$ cat src/hdl/assert_macros.svh
// ----------------------------------------------------------------------------
// Assertion macros
// Shared concurrent assertion forms for the quaternion conversion pipeline.
// ----------------------------------------------------------------------------
`ifndef ASSERT_MACROS_SVH
`define ASSERT_MACROS_SVH

// same-cycle implication
`define RMQ_ASSERT_IMPLY(lbl, clk, rst, ante, cons) \
   lbl: assert property (@(posedge clk) disable iff (rst) (ante) |-> (cons)) \
      else $error("rmq assertion failed");

// next-cycle implication
`define RMQ_ASSERT_NEXT(lbl, clk, rst, ante, cons) \
   lbl: assert property (@(posedge clk) disable iff (rst) (ante) |=> (cons)) \
      else $error("rmq assertion failed");

`endif

$ cat src/hdl/rmq_pkg.sv
// ----------------------------------------------------------------------------
// rmq_pkg
// Widths, codes and sideband types of the matrix to quaternion pipeline.
// ----------------------------------------------------------------------------
`default_nettype none

package rmq_pkg;

   localparam int FRAC_BITS  = 14;
   localparam int ONE        = 1 << FRAC_BITS;
   localparam int MAT_W      = 16;
   localparam int COMP_W     = 16;
   localparam int MAG_W      = 15;           // holds ONE
   localparam int NUM_W      = 18;           // signed sum of two entries
   localparam int T_W        = 17;           // clamped trace
   localparam int RAD_W      = 31;           // radicand and root register
   localparam int ROOT_W     = 16;
   localparam int SQRT_STEPS = 16;
   localparam int NUMER_W    = 31;           // divider dividend
   localparam int DIV_D_W    = 17;           // divider divisor
   localparam int QUO_W      = 17;
   localparam int DIV_STEPS  = QUO_W;
   localparam int SQ_W       = 29;
   localparam int LEN2_W     = 31;
   localparam int THR_W      = 29;
   localparam int THR_RESET  = 161061;
   localparam int LANES      = 4;
   localparam int BR_W       = 2;

   // dominant component codes
   localparam logic [BR_W-1:0] BR_X = 2'd0;
   localparam logic [BR_W-1:0] BR_Y = 2'd1;
   localparam logic [BR_W-1:0] BR_Z = 2'd2;
   localparam logic [BR_W-1:0] BR_W_CODE = 2'd3;

   // component lanes
   localparam int LANE_W = 0;
   localparam int LANE_X = 1;
   localparam int LANE_Y = 2;
   localparam int LANE_Z = 3;

   typedef struct packed {
      logic [BR_W-1:0]               branch;
      logic                          t_one;
      logic                          neg;
      logic [LANES-1:0][NUM_W-1:0]   num;
   } sq1_side_type;

   typedef struct packed {
      logic [BR_W-1:0]   branch;
      logic              t_one;
      logic              neg;
      logic              r_zero;
      logic [ROOT_W-1:0] dom;
      logic [LANES-1:0]  sgn;
      logic [LANES-1:0]  ovf;
   } div1_side_type;

   typedef struct packed {
      logic [LANES-1:0][COMP_W-1:0] c;
      logic [BR_W-1:0]              branch;
      logic                         renorm;
   } sq2_side_type;

   typedef struct packed {
      logic [LANES-1:0][COMP_W-1:0] c;
      logic [BR_W-1:0]              branch;
      logic                         renorm;
      logic                         len_zero;
      logic [LANES-1:0]             sgn;
      logic [LANES-1:0]             ovf;
   } div2_side_type;

endpackage

`default_nettype wire

$ cat src/hdl/rmq_sqrt_cell.sv
// ----------------------------------------------------------------------------
// rmq_sqrt_cell
// One digit step of the integer square root, registered, with a sideband.
// ----------------------------------------------------------------------------
`default_nettype none

module rmq_sqrt_cell #(
   parameter int STEP = 0,
   parameter int PW   = 1
) (
   input  wire logic                       clock,
   input  wire logic                       reset,
   input  wire logic                       en,
   input  wire logic                       in_valid,
   input  wire logic [rmq_pkg::RAD_W-1:0]  in_v,
   input  wire logic [rmq_pkg::RAD_W-1:0]  in_r,
   input  wire logic [PW-1:0]              in_side,
   output logic                            out_valid,
   output logic [rmq_pkg::RAD_W-1:0]       out_v,
   output logic [rmq_pkg::RAD_W-1:0]       out_r,
   output logic [PW-1:0]                   out_side
);

   localparam logic [rmq_pkg::RAD_W:0] BITV = (rmq_pkg::RAD_W+1)'(1) << (2 * STEP);

   logic                        valid_ff;
   logic [rmq_pkg::RAD_W-1:0]   v_ff, v_in, r_ff, r_in;
   logic [PW-1:0]               side_ff;
   logic [rmq_pkg::RAD_W:0]     trial;
   logic                        fits;

   // try subtracting root plus this digit
   always_comb begin
      trial = {1'b0, in_r} + BITV;
      fits  = {1'b0, in_v} >= trial;
      if (fits) begin
         v_in = in_v - trial[rmq_pkg::RAD_W-1:0];
         r_in = (in_r >> 1) + BITV[rmq_pkg::RAD_W-1:0];
      end else begin
         v_in = in_v;
         r_in = in_r >> 1;
      end
   end

   always_ff @(posedge clock) begin
      if (reset) begin
         valid_ff <= 1'b0;
      end else if (en) begin
         valid_ff <= in_valid;
      end
   end

   always_ff @(posedge clock) begin
      if (en) begin
         v_ff    <= v_in;
         r_ff    <= r_in;
         side_ff <= in_side;
      end
   end

   assign out_valid = valid_ff;
   assign out_v     = v_ff;
   assign out_r     = r_ff;
   assign out_side  = side_ff;

endmodule

`default_nettype wire

$ cat config.mk
export PLATFORM = sky130hd
export DESIGN_NAME = rmq_sqrt_cell
export DESIGN_NICKNAME = d
export VERILOG_FILES = /design/src/hdl/assert_macros.svh /design/src/hdl/rmq_pkg.sv /design/src/hdl/rmq_sqrt_cell.sv
export SDC_FILE = /design/constraint.sdc
export NUM_CORES = 1
export LEC_CHECK = 0
export ABC_AREA = 1
export BUFFER_PORTS_ARGS = -buffer_cell sky130_fd_sc_hd__buf_4
export CORE_ASPECT_RATIO = 0.75
export CORE_UTILIZATION = 60
export DETAILED_ROUTE_END_ITERATION = 12
export GPL_TIMING_DRIVEN = 0
export PLACE_DENSITY = 0.95
export REMOVE_ABC_BUFFERS = 1
export SYNTH_ARGS = -nofsm -noshare
export SYNTH_HDL_FRONTEND = slang
export SYNTH_SLANG_ARGS = --single-unit
export TNS_END_PERCENT = 1
$ cat constraint.sdc
create_clock -name clock -period 10.3 [get_ports clock]
set_input_delay 2.06 -clock clock [delete_from_list [all_inputs] [get_ports clock]]
set_output_delay 2.06 -clock clock [all_outputs]
set_load 0.01 [all_outputs]
After elaboration in Yosys (flattened, before gate mapping)
Index checks and enable logic that the tools add are counted.
Storage, ports and cells
  flip-flop bits (word level): 64
  input port bits: 67
  output and inout bits: 64
  word-level logic and storage cells: 11
Cells by class
  add/sub/neg operators: 3
  magnitude comparators: 1
  mux-type cells: 2
Operators with widths (number)
  $add A31 B1 Y32 const B: 1
  $ge A31 B32 Y1: 1
  $add A30 B1 Y31 const B: 1
  $mux W31: 1
  $sub A31 B31 Y31: 1
  $mux W30: 1

Depth between registers and ports, before layout
  depth after elaboration: 3
  gate-level depth with buffers: 24

Worst setup path after synthesis
Ideal clock, no wire load.
  path type: input-to-reg
  start point: input in_r[1] (netlist bit)
  end point: register r_ff, in the netlist out_r[14], data pin
  library setup time: 267 ps
  data arrival time: 4466 ps
  data required time: 10033 ps
  path slack: 5567 ps
  stages: 17
  path buffers: 1
  path through: ha_1 > nand3_4 > inv_1 > nand2_1 > nor4_1 > xnor2_1 > ha_1 > nand2_1 > nor2_1 > inv_1 > nor3_2 > nand2_1 > nor2_1 > nand2_2 > nand2_4 > clkbuf_1 > o21ai_0
Between the ends
  word-level cells in the longest chain between the ends: 3
  elaborated cells between the ends (all ways): 4
  those cells by class: add/sub (2); order compare (1); mux (1)
RTL lines
  start, declared: line rmq_sqrt_cell.sv:16  | input wire logic [rmq_pkg::RAD_W-1:0] in_r,
  $add A31 B1 Y32: line rmq_sqrt_cell.sv:34  | trial = {1'b0, in_r} + BITV;
  $ge A31 B32 Y1: line rmq_sqrt_cell.sv:35  | fits = {1'b0, in_v} >= trial;
  $mux W30 (*): line rmq_sqrt_cell.sv:36  | if (fits) begin
  net r_in, one bit: line rmq_sqrt_cell.sv:27  | logic [rmq_pkg::RAD_W-1:0] v_ff, v_in, r_ff, r_in;
  end signal, assigned: line rmq_sqrt_cell.sv:56  | r_ff <= r_in;
  end, declared: line rmq_sqrt_cell.sv:27
Mark *: on every way through the listed nets, which the timed path passes. The rest lies on a longest branch.
A chain may end at the register's enable or synchronous reset.

Final worst setup path
  start point: input in_r[4] (netlist bit)
  end point: register r_ff, in the netlist out_r[10], data pin
The elaborated chain is that of the path after synthesis.

==> out/qor.csv <==
metric;value;unit
status;completed;
clock root cell;clkbuf_16;
count of final max-slew check failures;0;
critical path class;primary input to flip-flop;
switching power;0.334;mW
clk_skew;0;ps
WP data arrival;6320;ps
crit path cell chain;buf_4 -> nand2_1 -> nor2_1 -> nand3_1 -> nor4_1 -> nand2_1 -> xor2_1 -> ha_1 -> nand2_1 -> nor2_1 -> nand2_1 -> inv_1 -> nand2_1 -> nor2_1 -> nand2_2 -> nand2_4 -> inv_2 -> nand2_1 -> nand2_1;
Hold-fix buffers, CTS;0;
gpl congestion;0.963;
drt total wl;18900;um
post-synth cell types;36;
crit-path leading delay family;simple AND/OR/NAND/NOR gates;
Synth top cells by count;nand2_1, inv_1, nor2_1;
postcts setup bufs;0;
boundary pin count;131;
Worst setup SP type;primary input;
clock slew at reported path FFs;60;ps
Post-DP HPWL;14900;um
chip width;121;um
CP bufs+invs;3;
Core ar.;10200;sq um
layout cells sized above 1;0.145;
RSZ-0062 raised after global routing;no;
Port Buffers;130;
Die Y-Extent;90.9;um
multi-input combinational cell area;3690;sq um
Post-Syn Area;6320;sq um
placed inst area;7340;sq um
DRC viols;0;
Switching Share;0.350;
period utilization;0.606;
DRT iter0 DRCs;722;
Final setup viols;0;
Post-Route Utilization;0.742;
Cell Pwr Density;125;nW/um^2
first-pass GRT wire length;29200;um
Finished Layout Cells;1236;
worst rel slew slack;0.395;
part of the power in registers;0.357;
Synth top area share;0.299;
register area;1910;sq um
largest net degree at the start of global routing;87;
CTS-repair resized insts;0;
Hold WC Path Type;flip-flop to flip-flop;
Hold Violations, Final;0;
drt pass-1 iters;6;
Sink Count;64;
Antenna Cells;0;
Period minus WS final;6240;ps
synthesized area per cell;6.52;sq um
Top FF cell, synth;edfxtp_1;
Post-synth EDFFs;63;
Inst Count DP;1221;
Core Rows;32;
Worst-Skew Late Latency;340;ps
worst path required time;10380;ps
vias in the first global route;6067;
Max VDD drop;0.0000777;V
cell-internal power;0.619;mW
Nets;1197;
initial antenna violation count;0;
Yosys reg bits;64;
Vias/cell;5.32;
register area share after synthesis;0.302;
Clock power frac;0.294;
combinational share of power;0.349;
Cells after Synth;969;
crit path capture type;flip-flop;
Tightest Pin Transition;907;ps
leakage power;4.02;nW
via count;6570;
overall global routing resource usage;0.349;
CP max stage cell;nand2_4;
WL per Instance;15.3;um
# H-tree levels;3;
most frequent cell after synthesis;nand2_1;
Die Area;11000;sq um
Total Power;0.953;mW
fillers;867;
Crit path largest cell delay;630;ps
Num CTS Buffers;9;
Async SR Flop Fraction;0;
Routed Antenna Nets;0;
Fin Setup TNS;0;ps
fin area;7610;sq um
P&R area growth vs syn;20.3;%
Initial Utilization;0.617;
clk buf depth;2;
crit path max fanout;86;
Yosys top cell by area;edfxtp_1;
most used cell, CP;nand2_1;
Fmax achieved;160;MHz
Synth area leaders;edfxtp_1, nand2_1, inv_1;
TritonCTS clock tree;built;
Syn. warnings;0;
Max-Cap Viols;0;
GRT overflow;0;
-- power groups by stage --
stage	combinational, mW	clock [mW]	sequential, mW
2_1_floorplan	0.171	0	0.364
3_3_place_gp	0.316	0	0.345
3_5_place_dp	0.325	0	0.346
4_1_cts	0.327	0.279	0.341
5_1_grt	0.364	0.292	0.343
6_report	0.332	0.280	0.340
-- path summary, 6_finish.rpt --
kind         cells past startpoint       from   endpoint  slack [ps]
max                             19    in_r[4]  out_r[10]        4060
min                              2  out_valid  out_valid         550
max reg2reg                      2  out_valid  out_valid        9680
min reg2reg                      2  out_valid  out_valid         550
-- through the flow --
step | worst slack, ps | hold WS [ps]
finish | 4060 | 548
global route | 3690 | 591
CTS | 4190 | 549
detailed placement | 3880 | 542
global placement | 3920 | 485
floorplan | 5050 | 528
-- state kept, by name (all words and copies together) (netlist names) --
| signal | count |
|---|---|
| out_r | 31 |
| out_v | 31 |
| out_valid | 1 |
| out_side | 1 |
-- layout make-up --
cell class,count,area share
clock buffer,9,0.0296
timing repair buffer,130,0.128
sequential,64,0.251
tap,136,0.0224
inverter,159,0.0785
multi-input combinational,732,0.485
clock inverter,6,0.00494
-- routing by layer --
metal / vias to the layer above / GRT usage / part of all wire
met1: 2870 / 0.451 / 0.41
met2: 373 / 0.587 / 0.46
met5: - / 0 / 0
met4: 0 / 0.110 / 0.029
li1: 3271 / - / -
met3: 56 / 0.0694 / 0.098
-- layout by cell type, fill, tap and decap left out, types with 2 or more instances in the layout --
master      count
nor3_1         21
nand3b_1        3
inv_1         156
nor2_2          3
nand2_1       402
nor2_1         73
nor4_1          2
xnor2_1         4
nand4_1        12
edfxtp_1       63
nand3_1        57
and2_1          3
inv_2           3
buf_4         130
clkinvlp_4      2
xor2_1         65
o21ai_0        14
nand2_2         2
o21ai_2         3
o21ai_1         7
ha_1           33
clkinv_2        2
a21oi_1        17
clkbuf_16       9
-- worst register-to-register path: stages, from the launching register on --
cell and delay (ps):
dfxtp_1 340, mux2i_1 70, nor2_1 140
-- cell families after synthesis --
family	count (synthesis)	synth area share
compound gates	45	0.0390
xor+xnor	69	0.0956
fa+ha+maj	34	0.0685
buf+inv	173	0.114
flops	64	0.302
mux	1	0.00158
simple gates	583	0.379
Note: power is estimated with default switching activity, not from simulation.
