==> src/hdl/assert_macros.svh <==
// ----------------------------------------------------------------------------
// Assertion macros
// Shared concurrent assertion forms for the quaternion conversion pipeline.
// ----------------------------------------------------------------------------
`ifndef ASSERT_MACROS_SVH
`define ASSERT_MACROS_SVH

// same-cycle implication
`define RMQ_ASSERT_IMPLY(lbl, clk, rst, ante, cons) \
   lbl: assert property (@(posedge clk) disable iff (rst) (ante) |-> (cons)) \
      else $error("rmq assertion failed");

// next-cycle implication
`define RMQ_ASSERT_NEXT(lbl, clk, rst, ante, cons) \
   lbl: assert property (@(posedge clk) disable iff (rst) (ante) |=> (cons)) \
      else $error("rmq assertion failed");

`endif

==> src/hdl/rmq_pkg.sv <==
// ----------------------------------------------------------------------------
// rmq_pkg
// Widths, codes and sideband types of the matrix to quaternion pipeline.
// ----------------------------------------------------------------------------
`default_nettype none

package rmq_pkg;

   localparam int FRAC_BITS  = 14;
   localparam int ONE        = 1 << FRAC_BITS;
   localparam int MAT_W      = 16;
   localparam int COMP_W     = 16;
   localparam int MAG_W      = 15;           // holds ONE
   localparam int NUM_W      = 18;           // signed sum of two entries
   localparam int T_W        = 17;           // clamped trace
   localparam int RAD_W      = 31;           // radicand and root register
   localparam int ROOT_W     = 16;
   localparam int SQRT_STEPS = 16;
   localparam int NUMER_W    = 31;           // divider dividend
   localparam int DIV_D_W    = 17;           // divider divisor
   localparam int QUO_W      = 17;
   localparam int DIV_STEPS  = QUO_W;
   localparam int SQ_W       = 29;
   localparam int LEN2_W     = 31;
   localparam int THR_W      = 29;
   localparam int THR_RESET  = 161061;
   localparam int LANES      = 4;
   localparam int BR_W       = 2;

   // dominant component codes
   localparam logic [BR_W-1:0] BR_X = 2'd0;
   localparam logic [BR_W-1:0] BR_Y = 2'd1;
   localparam logic [BR_W-1:0] BR_Z = 2'd2;
   localparam logic [BR_W-1:0] BR_W_CODE = 2'd3;

   // component lanes
   localparam int LANE_W = 0;
   localparam int LANE_X = 1;
   localparam int LANE_Y = 2;
   localparam int LANE_Z = 3;

   typedef struct packed {
      logic [BR_W-1:0]               branch;
      logic                          t_one;
      logic                          neg;
      logic [LANES-1:0][NUM_W-1:0]   num;
   } sq1_side_type;

   typedef struct packed {
      logic [BR_W-1:0]   branch;
      logic              t_one;
      logic              neg;
      logic              r_zero;
      logic [ROOT_W-1:0] dom;
      logic [LANES-1:0]  sgn;
      logic [LANES-1:0]  ovf;
   } div1_side_type;

   typedef struct packed {
      logic [LANES-1:0][COMP_W-1:0] c;
      logic [BR_W-1:0]              branch;
      logic                         renorm;
   } sq2_side_type;

   typedef struct packed {
      logic [LANES-1:0][COMP_W-1:0] c;
      logic [BR_W-1:0]              branch;
      logic                         renorm;
      logic                         len_zero;
      logic [LANES-1:0]             sgn;
      logic [LANES-1:0]             ovf;
   } div2_side_type;

endpackage

`default_nettype wire

==> src/hdl/rmq_div_cell.sv <==
// ----------------------------------------------------------------------------
// rmq_div_cell
// One quotient bit of a four-lane restoring divider, registered.
// ----------------------------------------------------------------------------
`default_nettype none

module rmq_div_cell #(
   parameter int J  = 0,
   parameter int PW = 1
) (
   input  wire logic                                                clock,
   input  wire logic                                                reset,
   input  wire logic                                                en,
   input  wire logic                                                in_valid,
   input  wire logic [rmq_pkg::LANES-1:0][rmq_pkg::NUMER_W-1:0]     in_rem,
   input  wire logic [rmq_pkg::LANES-1:0][rmq_pkg::QUO_W-1:0]       in_q,
   input  wire logic [rmq_pkg::DIV_D_W-1:0]                         in_d,
   input  wire logic [PW-1:0]                                       in_side,
   output logic                                                     out_valid,
   output logic [rmq_pkg::LANES-1:0][rmq_pkg::NUMER_W-1:0]          out_rem,
   output logic [rmq_pkg::LANES-1:0][rmq_pkg::QUO_W-1:0]            out_q,
   output logic [rmq_pkg::DIV_D_W-1:0]                              out_d,
   output logic [PW-1:0]                                            out_side
);

   localparam int WW = rmq_pkg::DIV_D_W + rmq_pkg::DIV_STEPS;

   logic                                                valid_ff;
   logic [rmq_pkg::LANES-1:0][rmq_pkg::NUMER_W-1:0]     rem_ff, rem_in;
   logic [rmq_pkg::LANES-1:0][rmq_pkg::QUO_W-1:0]       q_ff, q_in;
   logic [rmq_pkg::DIV_D_W-1:0]                         d_ff;
   logic [PW-1:0]                                       side_ff;
   logic [WW-1:0]                                       dsh;

   // compare each lane against the shifted divisor
   always_comb begin
      dsh = WW'(in_d) << J;
      for (int i = 0; i < rmq_pkg::LANES; i++) begin
         if (WW'(in_rem[i]) >= dsh) begin
            rem_in[i] = in_rem[i] - dsh[rmq_pkg::NUMER_W-1:0];
            q_in[i]   = in_q[i] | (rmq_pkg::QUO_W'(1) << J);
         end else begin
            rem_in[i] = in_rem[i];
            q_in[i]   = in_q[i];
         end
      end
   end

   always_ff @(posedge clock) begin
      if (reset) begin
         valid_ff <= 1'b0;
      end else if (en) begin
         valid_ff <= in_valid;
      end
   end

   always_ff @(posedge clock) begin
      if (en) begin
         rem_ff  <= rem_in;
         q_ff    <= q_in;
         d_ff    <= in_d;
         side_ff <= in_side;
      end
   end

   assign out_valid = valid_ff;
   assign out_rem   = rem_ff;
   assign out_q     = q_ff;
   assign out_d     = d_ff;
   assign out_side  = side_ff;

endmodule

`default_nettype wire

==> config.mk <==
export PLATFORM = sky130hd
export DESIGN_NAME = rmq_div_cell
export DESIGN_NICKNAME = d
export VERILOG_FILES = /design/src/hdl/assert_macros.svh /design/src/hdl/rmq_pkg.sv /design/src/hdl/rmq_div_cell.sv
export SDC_FILE = /design/constraint.sdc
export NUM_CORES = 1
export LEC_CHECK = 0
export ABC_AREA = 1
export ABC_CLOCK_PERIOD_IN_PS = 2450
export BUFFER_PORTS_ARGS = -buffer_cell sky130_fd_sc_hd__buf_2
export CAP_MARGIN = 15
export CORE_MARGIN = 4
export CORE_UTILIZATION = 45
export CTS_CLUSTER_SIZE = 30
export DETAILED_ROUTE_END_ITERATION = 12
export PLACE_DENSITY = 0.82
export SKIP_LAST_GASP = 1
export SYNTH_ARGS = -nofsm -noshare
export SYNTH_HDL_FRONTEND = slang
export SYNTH_SLANG_ARGS = --single-unit
==> constraint.sdc <==
create_clock -name clock -period 2.45 [get_ports clock]
set_input_delay 0.49 -clock clock [delete_from_list [all_inputs] [get_ports clock]]
set_output_delay 0.49 -clock clock [all_outputs]
set_load 0.02 [all_outputs]
# Yosys cells after proc, flatten, opt, wreduce, memory -nomap -nowiden
# Index checks and enable logic that the tools add are counted.
[totals]
n_memories = 0
mem_bits_rw = 0
ff_bits = 211
mem_bits_ro = 0
latchBits = 0
out_inout_bits = 211
wordCells = 27
[classes]
muxes = 4
multipliers = 0
shifts = 0
bitwise = 0
addsub = 4
n_eq_ne = 0
div = 0
n_lt_le_gt_ge = 4
reduce_logical = 0
[ops]
columns = ["operator", "count"]
rows = [
  ["31-bit by 17-bit greater-or-equal comparator with 1-bit output", 4],
  ["31-bit 2-to-1 mux", 4],
  ["31-bit by 17-bit subtractor with 31-bit output", 4],
]

# Longest topological paths before layout
# Gate-level depths: netlist (run 1).
[depth]
word_depth = 2
depth_mapped = 17

# Worst setup path after synthesis (run 1)
# Ideal clock, no wire load.
[synth_path]
path_kind = "input to register"
from = "input port in_d[16] in the netlist's numbering"
to = "register rem_ff (netlist bit out_rem[115]) (data pin)"
required_ns = 2.196
t_arrival_ns = 1.941
slack_ns = 0.255
n_path_buf = 2
setup_ns = 0.254
stages = 12
cell_sequence = "inv_1 ha_1 a21oi_2 nand2_1 nor2_4 inv_2 nor2_4 nand2_2 a21oi_2 buf_6 buf_8 a21oi_2"
[synth_rtl]
columns = ["element", "line_no", "source"]
rows = [
  ["start, declared", "rmq_div_cell.sv:17", "input wire logic [rmq_pkg::DIV_D_W-1:0] in_d,"],
  ["end signal, assigned", "rmq_div_cell.sv:59", "rem_ff <= rem_in;"],
  ["end, declared", "rmq_div_cell.sv:29", "logic [rmq_pkg::LANES-1:0][rmq_pkg::NUMER_W-1:0] rem_ff, rem_in;"],
]

==> summary.txt, run 1 <==
Global route
  • Initial antenna violation count: 1
  • Global-route wire length before repair: 81600 um
  • Global routing usage summed across all routing layers: 0.287
  • Global-route congestion overflow total: 0
  • Pin count of the biggest net entering global routing: between 50 and 60
  • Vias in the first global route: roughly 15k

Floorplanning
  • DIE HEIGHT: around 190 um
  • Number of placed I/O pins: between 400 and 500
  • Starting density of the core: 0.456
  • Count of standard-cell rows: 66
  • Core region area: 32500 um2
  • Horizontal die dimension: between 150 and 200 um
  • Die area: ~36000 um2

Place
  • Post-placement worst setup slack: -297 ps
  • Number of I/O port buffers: 424
  • Post-detail-place hpwl: 45300 um
  • Placed insts: ~3.1k
  • Placed cell area: roughly 19000 um2
  • Final weighted congestion of routability-driven global placement: between 0.9 and 1

Clock tree
  • Count of cells resized by post-cts repair: 0
  • Level count of the clock H-tree: 1
  • Number of buffers created by CTS: 25
  • Clk slew on worst S/H paths: around 60 ps
  • Number of buffers between clock root and the deepest sink: 3
  • Clock root cell: clkbuf_16
  • Sinks on Clock Net: 211
  • Clk Latency, worst-skew pair: ~560 ps
  • Setup repair bufs after CTS: 0
  • # hold bufs at CTS: 0
  • CTS tree: built

Timing
  • Fin crit share: 0.918
  • Final critical-path required period: roughly 2200 ps
  • Final hold viol count: 0
  • Worst Clk Skew: 0 ps
  • Worst slew margin relative to its limit: 0.586
  • Slew at the pin closest to its max-slew limit: a little over 600 ps
  • Fin worst setup slack: between 200 and 250 ps
  • Final setup vio count: 0
  • Final Slew Violations: 0
  • Setup repair after global routing missed its margin: false
  • Fmax achieved: around 0.44 GHz

Finish
  • Layout overhead on the synthesized area: 35.9%
  • Final layout net count: 2955
  • Post-Layout Inst Area: 20200 um2
  • Count of inserted antenna diode cells: 0
  • Post-layout util: 0.620
  • Fraction of final layout cells sized beyond drive strength 1: 0.302
  • Non-filler instance count after layout: 3130

Flow run
  • Max Cap Viol: 0

Worst setup path
  • Cell-by-cell listing of the critical path: buf_2 > inv_1 > ha_1 > nand2_1 > nand2_1 > nand2_1 > nand2_1 > inv_1 > nand2_1 > nand2_1 > nand2_2 > nand2_1 > nand3_4 > buf_4 > nand2_1 > nand2_1
  • Buffering stage count on the worst path with inverters included: 4
  • Slack of the worst reg-to-reg path: ~1900 ps
  • Largest stage delay on the critical path: roughly 360 ps
  • CP endpoint: out_rem[100]
  • Class of the most critical setup path: in -> reg
  • Worst setup path start: in_d[4]
  • Critical-path cell with the highest stage delay: ha_1
  • Category of cells accounting for the largest share of critical-path delay: simple AND/OR/NAND/NOR gates
  • Critical R2R Launch: out_valid
  • Data arrival time of the critical path: ~2600 ps
  • Crit path launch type: input port
  • Most common cell on crit path: nand2_1
  • Reg2Reg Depth: 2
  • Maximum net fanout on the critical path: 7
  • Category of the worst setup path capture point: flip-flop
  • Data required time at the worst endpoint: about 2800 ps
  • Endpoint of the lowest-slack register-to-register path: out_valid
  • Total stage count of the critical path: 16

Routing
  • Number of remaining DRC errors: 0
  • Number of vias per cell after detailed routing: slightly below 5
  • Aggregate routed wire length: approximately 54000 um
  • DRC marker count from the first detailed-route iteration: ~1.1k
  • First-pass iteration count of the detailed router: 6
  • Count of nets left with antenna violations after detail routing: 0
  • Post-DR wirelength/cell: about 17 um
  • Detailed-route via count: 15.5k

Synth
  • Synthesized area per cell: around 7.5 um2
  • Area of the mapped netlist: approximately 15000 um2
  • Fraction of synthesized cell area in xor and xnor cells: 0.0313
  • Area contributors post-synth: edfxtp_1, nand2_1, inv_1, ha_1, nor2_1
  • Complex-gate fraction of the synthesized area: 0.0553
  • Mux contribution to synthesized area: 0.000675
  • Post-Syn Nets: 2274
  • Proportion of synthesized chip area in sequential cells: 0.426
  • Share of Yosys cell area claimed by the top area cell type: 0.425
  • Number of instances in the synthesized netlist: 1988
  • Cell type with the highest aggregate area in the netlist: edfxtp_1
  • Post-synthesis cell type count: 39
  • Area fraction in and, or, nand and nor cells after synthesis: 0.328
  • #FFs+latches synth: around 210
  • Synth warnings: 0
  • Combinational family with the most area after synthesis: simple AND/OR/NAND/NOR gates
  • Post-synthesis share of cell area spent on full adders, half adders and majority gates: 0.0627

Pwr
  • Leakage: between 10 and 15 nW
  • Cell Pwr Density: 591 nW/um2
  • Worst IR drop on VDD: around 0.44 mV

Status
  • Run status: finished, final reports clean

Hold path
  • Type of the worst min-delay path: in -> reg
-- flip-flops by register name, summed over array words and instances, names as in the netlist --
name       flops
out_rem      124
out_side       1
out_d         17
out_q         68
out_valid      1
-- cell families (layout without fill, tap and decap cells) --
kind of cell,count (synthesis),in the layout
XOR/XNOR,53,53
adder cells (fa/ha/maj),72,72
flip-flops,211,211
AND/OR/NAND/NOR,1181,1181
AO/OA/AOI/OAI,123,123
multiplexers,1,1
buffers and inverters,347,1047
-- layer usage --
metal	wire length [um]	vias to the layer above	track usage
met5	13	-	0
met4	2270	2	0.116
met3	3560	124	0.0341
met2	26700	637	0.514
met1	21500	7093	0.354
li1	-	7657	-
-- Yosys cell counts --
library cell and instances:
buf_2 1, nor2_1 169, or2_1 1, nand2_4 2, nand2_1 788, ha_1 68
o21bai_1 3, and2_1 6, mux2i_1 1, or2_2 3, xnor2_1 5, a21oi_2 50
dfxtp_1 1, nor3_1 36, edfxtp_1 210, xor2_1 48, a21boi_0 1, nor2_4 5
and3_1 1, inv_1 319, nand3b_1 7, o21ai_0 19, buf_8 1, inv_2 7
nand3_2 1, nor3_2 2, nand3_1 119, nor3b_1 1, nand3_4 1, fa_1 4
clkinv_1 1, o21ai_2 2, a21oi_1 48, buf_6 10, nand4_1 16, nand2_2 15
buf_4 5, inv_4 3, nor2_2 8
-- placed cells by master, fill, tap and decap left out, drive strengths merged, types with 16 or more instances in the layout --
| master | n |
|---|---|
| xor2 | 48 |
| inv | 334 |
| nor3 | 38 |
| clkbuf | 30 |
| nand4 | 16 |
| o21ai | 21 |
| a21oi | 98 |
| nand2 | 805 |
| nand3 | 121 |
| ha | 68 |
| edfxtp | 210 |
| buf | 670 |
| nor2 | 182 |
-- worst reg2reg max path: cells and delay by family (launching register included) --
kind	cells	cell delay, ps
flops	1	310
simple gates	1	50
mux	1	120
-- layout make-up --
type,instances,area (um2)
multi-input combinational,1430,7090
timing repair buffer,671,4090
clock buffer,29,661
sequential,211,6330
clock inverter,17,203
tap,442,553
inverter,330,1250
fill,3015,12400
-- worst min path at each step --
stage	startpoint	endpoint	slack [ps]	cells past startpoint
6_report	reset	out_valid	80	2
5_1_grt	reset	out_valid	70	2
4_1_cts	reset	out_valid	50	2
3_5_place_dp	out_valid	out_valid	480	2
3_3_place_gp	out_valid	out_valid	470	2
2_1_floorplan	reset	out_valid	560	1
-- where the power goes --
part | switching [W] | internal, W
sequential | 0.000134 | 0.00445
combinational | 0.00214 | 0.00130
clock | 0.00161 | 0.00229
total | 0.00388 | 0.00804
-- through the flow --
step                      total power, W  setup TNS [ps]  hold slack [ps]
after global routing              0.0125               0             70.8
final                             0.0119               0             80.2
after floorplan                  0.00642               0              562
after detailed placement         0.00808          -26190              484
after global placement           0.00803          -22350              471
after CTS                         0.0120               0             52.1
Note: power is estimated with default switching activity, not from simulation.
==> inputs of run 2 (changes only) <==
--- a/config.mk
+++ b/config.mk
@@ -13,7 +13,9 @@
 export CORE_UTILIZATION = 45
 export CTS_CLUSTER_SIZE = 30
 export DETAILED_ROUTE_END_ITERATION = 12
+export GPL_TIMING_DRIVEN = 0
 export PLACE_DENSITY = 0.82
+export RECOVER_POWER = 25
 export SKIP_LAST_GASP = 1
 export SYNTH_ARGS = -nofsm -noshare
 export SYNTH_HDL_FRONTEND = slang
==> summary.txt, run 2 (synthesized netlist as in run 1, its figures left out) <==
Worst setup path
  • Most common cell on crit path: nand2_1
  • Data arrival time of the critical path: around 2600 ps
  • Cell-by-cell listing of the critical path: buf_2 > clkinvlp_4 > ha_1 > nand2_1 > nor2_1 > and2_1 > nand2_1 > nand2_1 > nand2_1 > nand2_2 > inv_4 > buf_6 > nand2_1 > nand2_1
  • Critical R2R Launch: out_valid
  • Critical-path cell with the highest stage delay: ha_1
  • Largest stage delay on the critical path: 460 ps
  • Reg2Reg Depth: 2
  • Crit path launch type: input port
  • Category of the worst setup path capture point: flip-flop
  • Class of the most critical setup path: in -> reg
  • Maximum net fanout on the critical path: 10
  • Endpoint of the lowest-slack register-to-register path: out_valid
  • Slack of the worst reg-to-reg path: about 1900 ps
  • Data required time at the worst endpoint: about 2700 ps

Clock tree
  • CTS tree: built
  • Level count of the clock H-tree: 1
  • Number of buffers created by CTS: 24
  • Clock root cell: clkbuf_16
  • Clk Latency, worst-skew pair: 520 ps
  • Number of buffers between clock root and the deepest sink: 3
  • Clk slew on worst S/H paths: 60 ps
  • # hold bufs at CTS: 0
  • Sinks on Clock Net: around 210

Finish
  • Number of flip-flops under the largest register name: between 100 and 150
  • Number of fillers in the final layout: 3053
  • Final layout net count: roughly 2.7k
  • Area occupied by registers: roughly 6300 um2
  • Fraction of final layout cells sized beyond drive strength 1: 0.242
  • Multi-input gate area in the final layout: 7200 um2
  • Most common cell after layout, fill and taps aside: nand2_1
  • Commonest cells after routing, fill and taps aside: nand2_1, buf_2, inv_1, edfxtp_1, nor2_1
  • Layout overhead on the synthesized area: 24.9%

Routing
  • Count of nets left with antenna violations after detail routing: 0
  • Post-DR wirelength/cell: roughly 18 um
  • First-pass iteration count of the detailed router: 5
  • Number of remaining DRC errors: 0
  • Detailed-route via count: 14.7k
  • Aggregate routed wire length: roughly 52000 um
  • Number of vias per cell after detailed routing: approximately 5
  • DRC marker count from the first detailed-route iteration: between 800 and 900

Timing
  • Final critical-path required period: 2380 ps
  • Total Negative Setup Slacks: 0 ps
  • Final Slew Violations: 0
  • Final hold viol count: 0
  • Slew at the pin closest to its max-slew limit: around 790 ps
  • Fin crit share: 0.970
  • Final setup vio count: 0
  • Fmax achieved: 0.421 GHz
  • Worst Clk Skew: 0 ps
  • Setup repair after global routing missed its margin: true
  • Worst slew margin relative to its limit: 0.473

Hold path
  • Hold path cells: 2
  • Worst hold endpoint: out_valid
  • Type of the worst min-delay path: in -> reg
  • Hold wc startpoint: reset

Global route
  • Initial antenna violation count: 3
  • Vias in the first global route: 14.1k
  • Pin count of the biggest net entering global routing: 116
  • Global-route congestion overflow total: 0
  • Global-route wire length before repair: roughly 78000 um
  • Global routing usage summed across all routing layers: 0.274

Floorplanning
  • Starting density of the core: 0.456
  • Number of placed I/O pins: between 400 and 500
  • Count of standard-cell rows: between 60 and 70
  • Die area: 35900 um2
  • Core region area: 32500 um2
  • Horizontal die dimension: roughly 190 um
  • DIE HEIGHT: around 190 um

Pwr
  • Total power of the final layout: between 0.01 and 0.015 W
  • Cell Pwr Density: ~600 nW/um2
  • Leakage: roughly 9.2 nW
  • Worst IR drop on VDD: 0.549 mV

Status
  • Run status: finished, final reports clean

Place
  • Number of I/O port buffers: between 400 and 500
  • Final weighted congestion of routability-driven global placement: approximately 0.98
  • Post-detail-place hpwl: ~43000 um

Flow run
  • Max Cap Viol: 0
run 2: cell count changes in the layout (fill, tap and decap cells not counted), sizes merged:
cell,change
clkbuf,+7
diode,+1
inv,-15
clkinvlp,+8
clkinv,+1
buf,-230
run 2: layout make-up:
type	instances	area share
clock inverters	11	0.00709
multi-input cells	1430	0.389
repair buffers	431	0.119
well taps	442	0.0299
diodes	1	0.000135
plain buffers	17	0.00919
clock buffers	29	0.0346
inverters	330	0.0693
flip-flops and latches	211	0.342
run 2: per-layer routing:
layer	wire length (um)	global-route usage
met1	21600	0.343
met2	25500	0.493
met3	3060	0.0378
met4	2020	0.0865
met5	21	0
run 2: timing repair:
action / CTS / global route
setup buffers: 1 / 5
resized for setup: 2 / 24
endpoints found under the setup margin: 3 / 61
hold endpoints to repair: 0 / 0
run 2: worst max-delay path: cells and delay by family:
kind,cells,cell delay (ps)
and+or+nand+nor,9,1060
adders and majority gates,1,460
buffers and inverters,4,600
run 2: report_power, final:
part	switching [W]	internal, W	total, W	leakage (nW)
Sequential	0.000109	0.00445	0.00456	2.06
Combinational	0.00208	0.000969	0.00305	6.77
Clock	0.00143	0.00215	0.00359	0.374
run 2: worst max path at each step:
stage                   from           end  slack (ps)  cells after the start
floorplan           in_d[16]  out_rem[115]         250                     12
global placement          en     out_valid       -1860                      3
detailed placement   in_d[1]  out_rem[106]        -560                     14
CTS                 in_d[14]  out_rem[106]          50                     14
global route         in_d[3]   out_rem[41]         -40                     15
finish              in_d[13]   out_rem[41]          70                     14
run 2: per-stage QoR:
step	cell area [um2]	setup WS, ps	utilization	cells	hold WS [ps]
global placement	17500	-1860	0.538	2854	471
floorplan	14800	255	-	1988	562
CTS	18300	49.1	0.563	2896	101
global route	18500	-41.8	0.569	2902	115
finish	18500	73.2	0.569	2902	124
detailed placement	17500	-562	0.539	2855	498
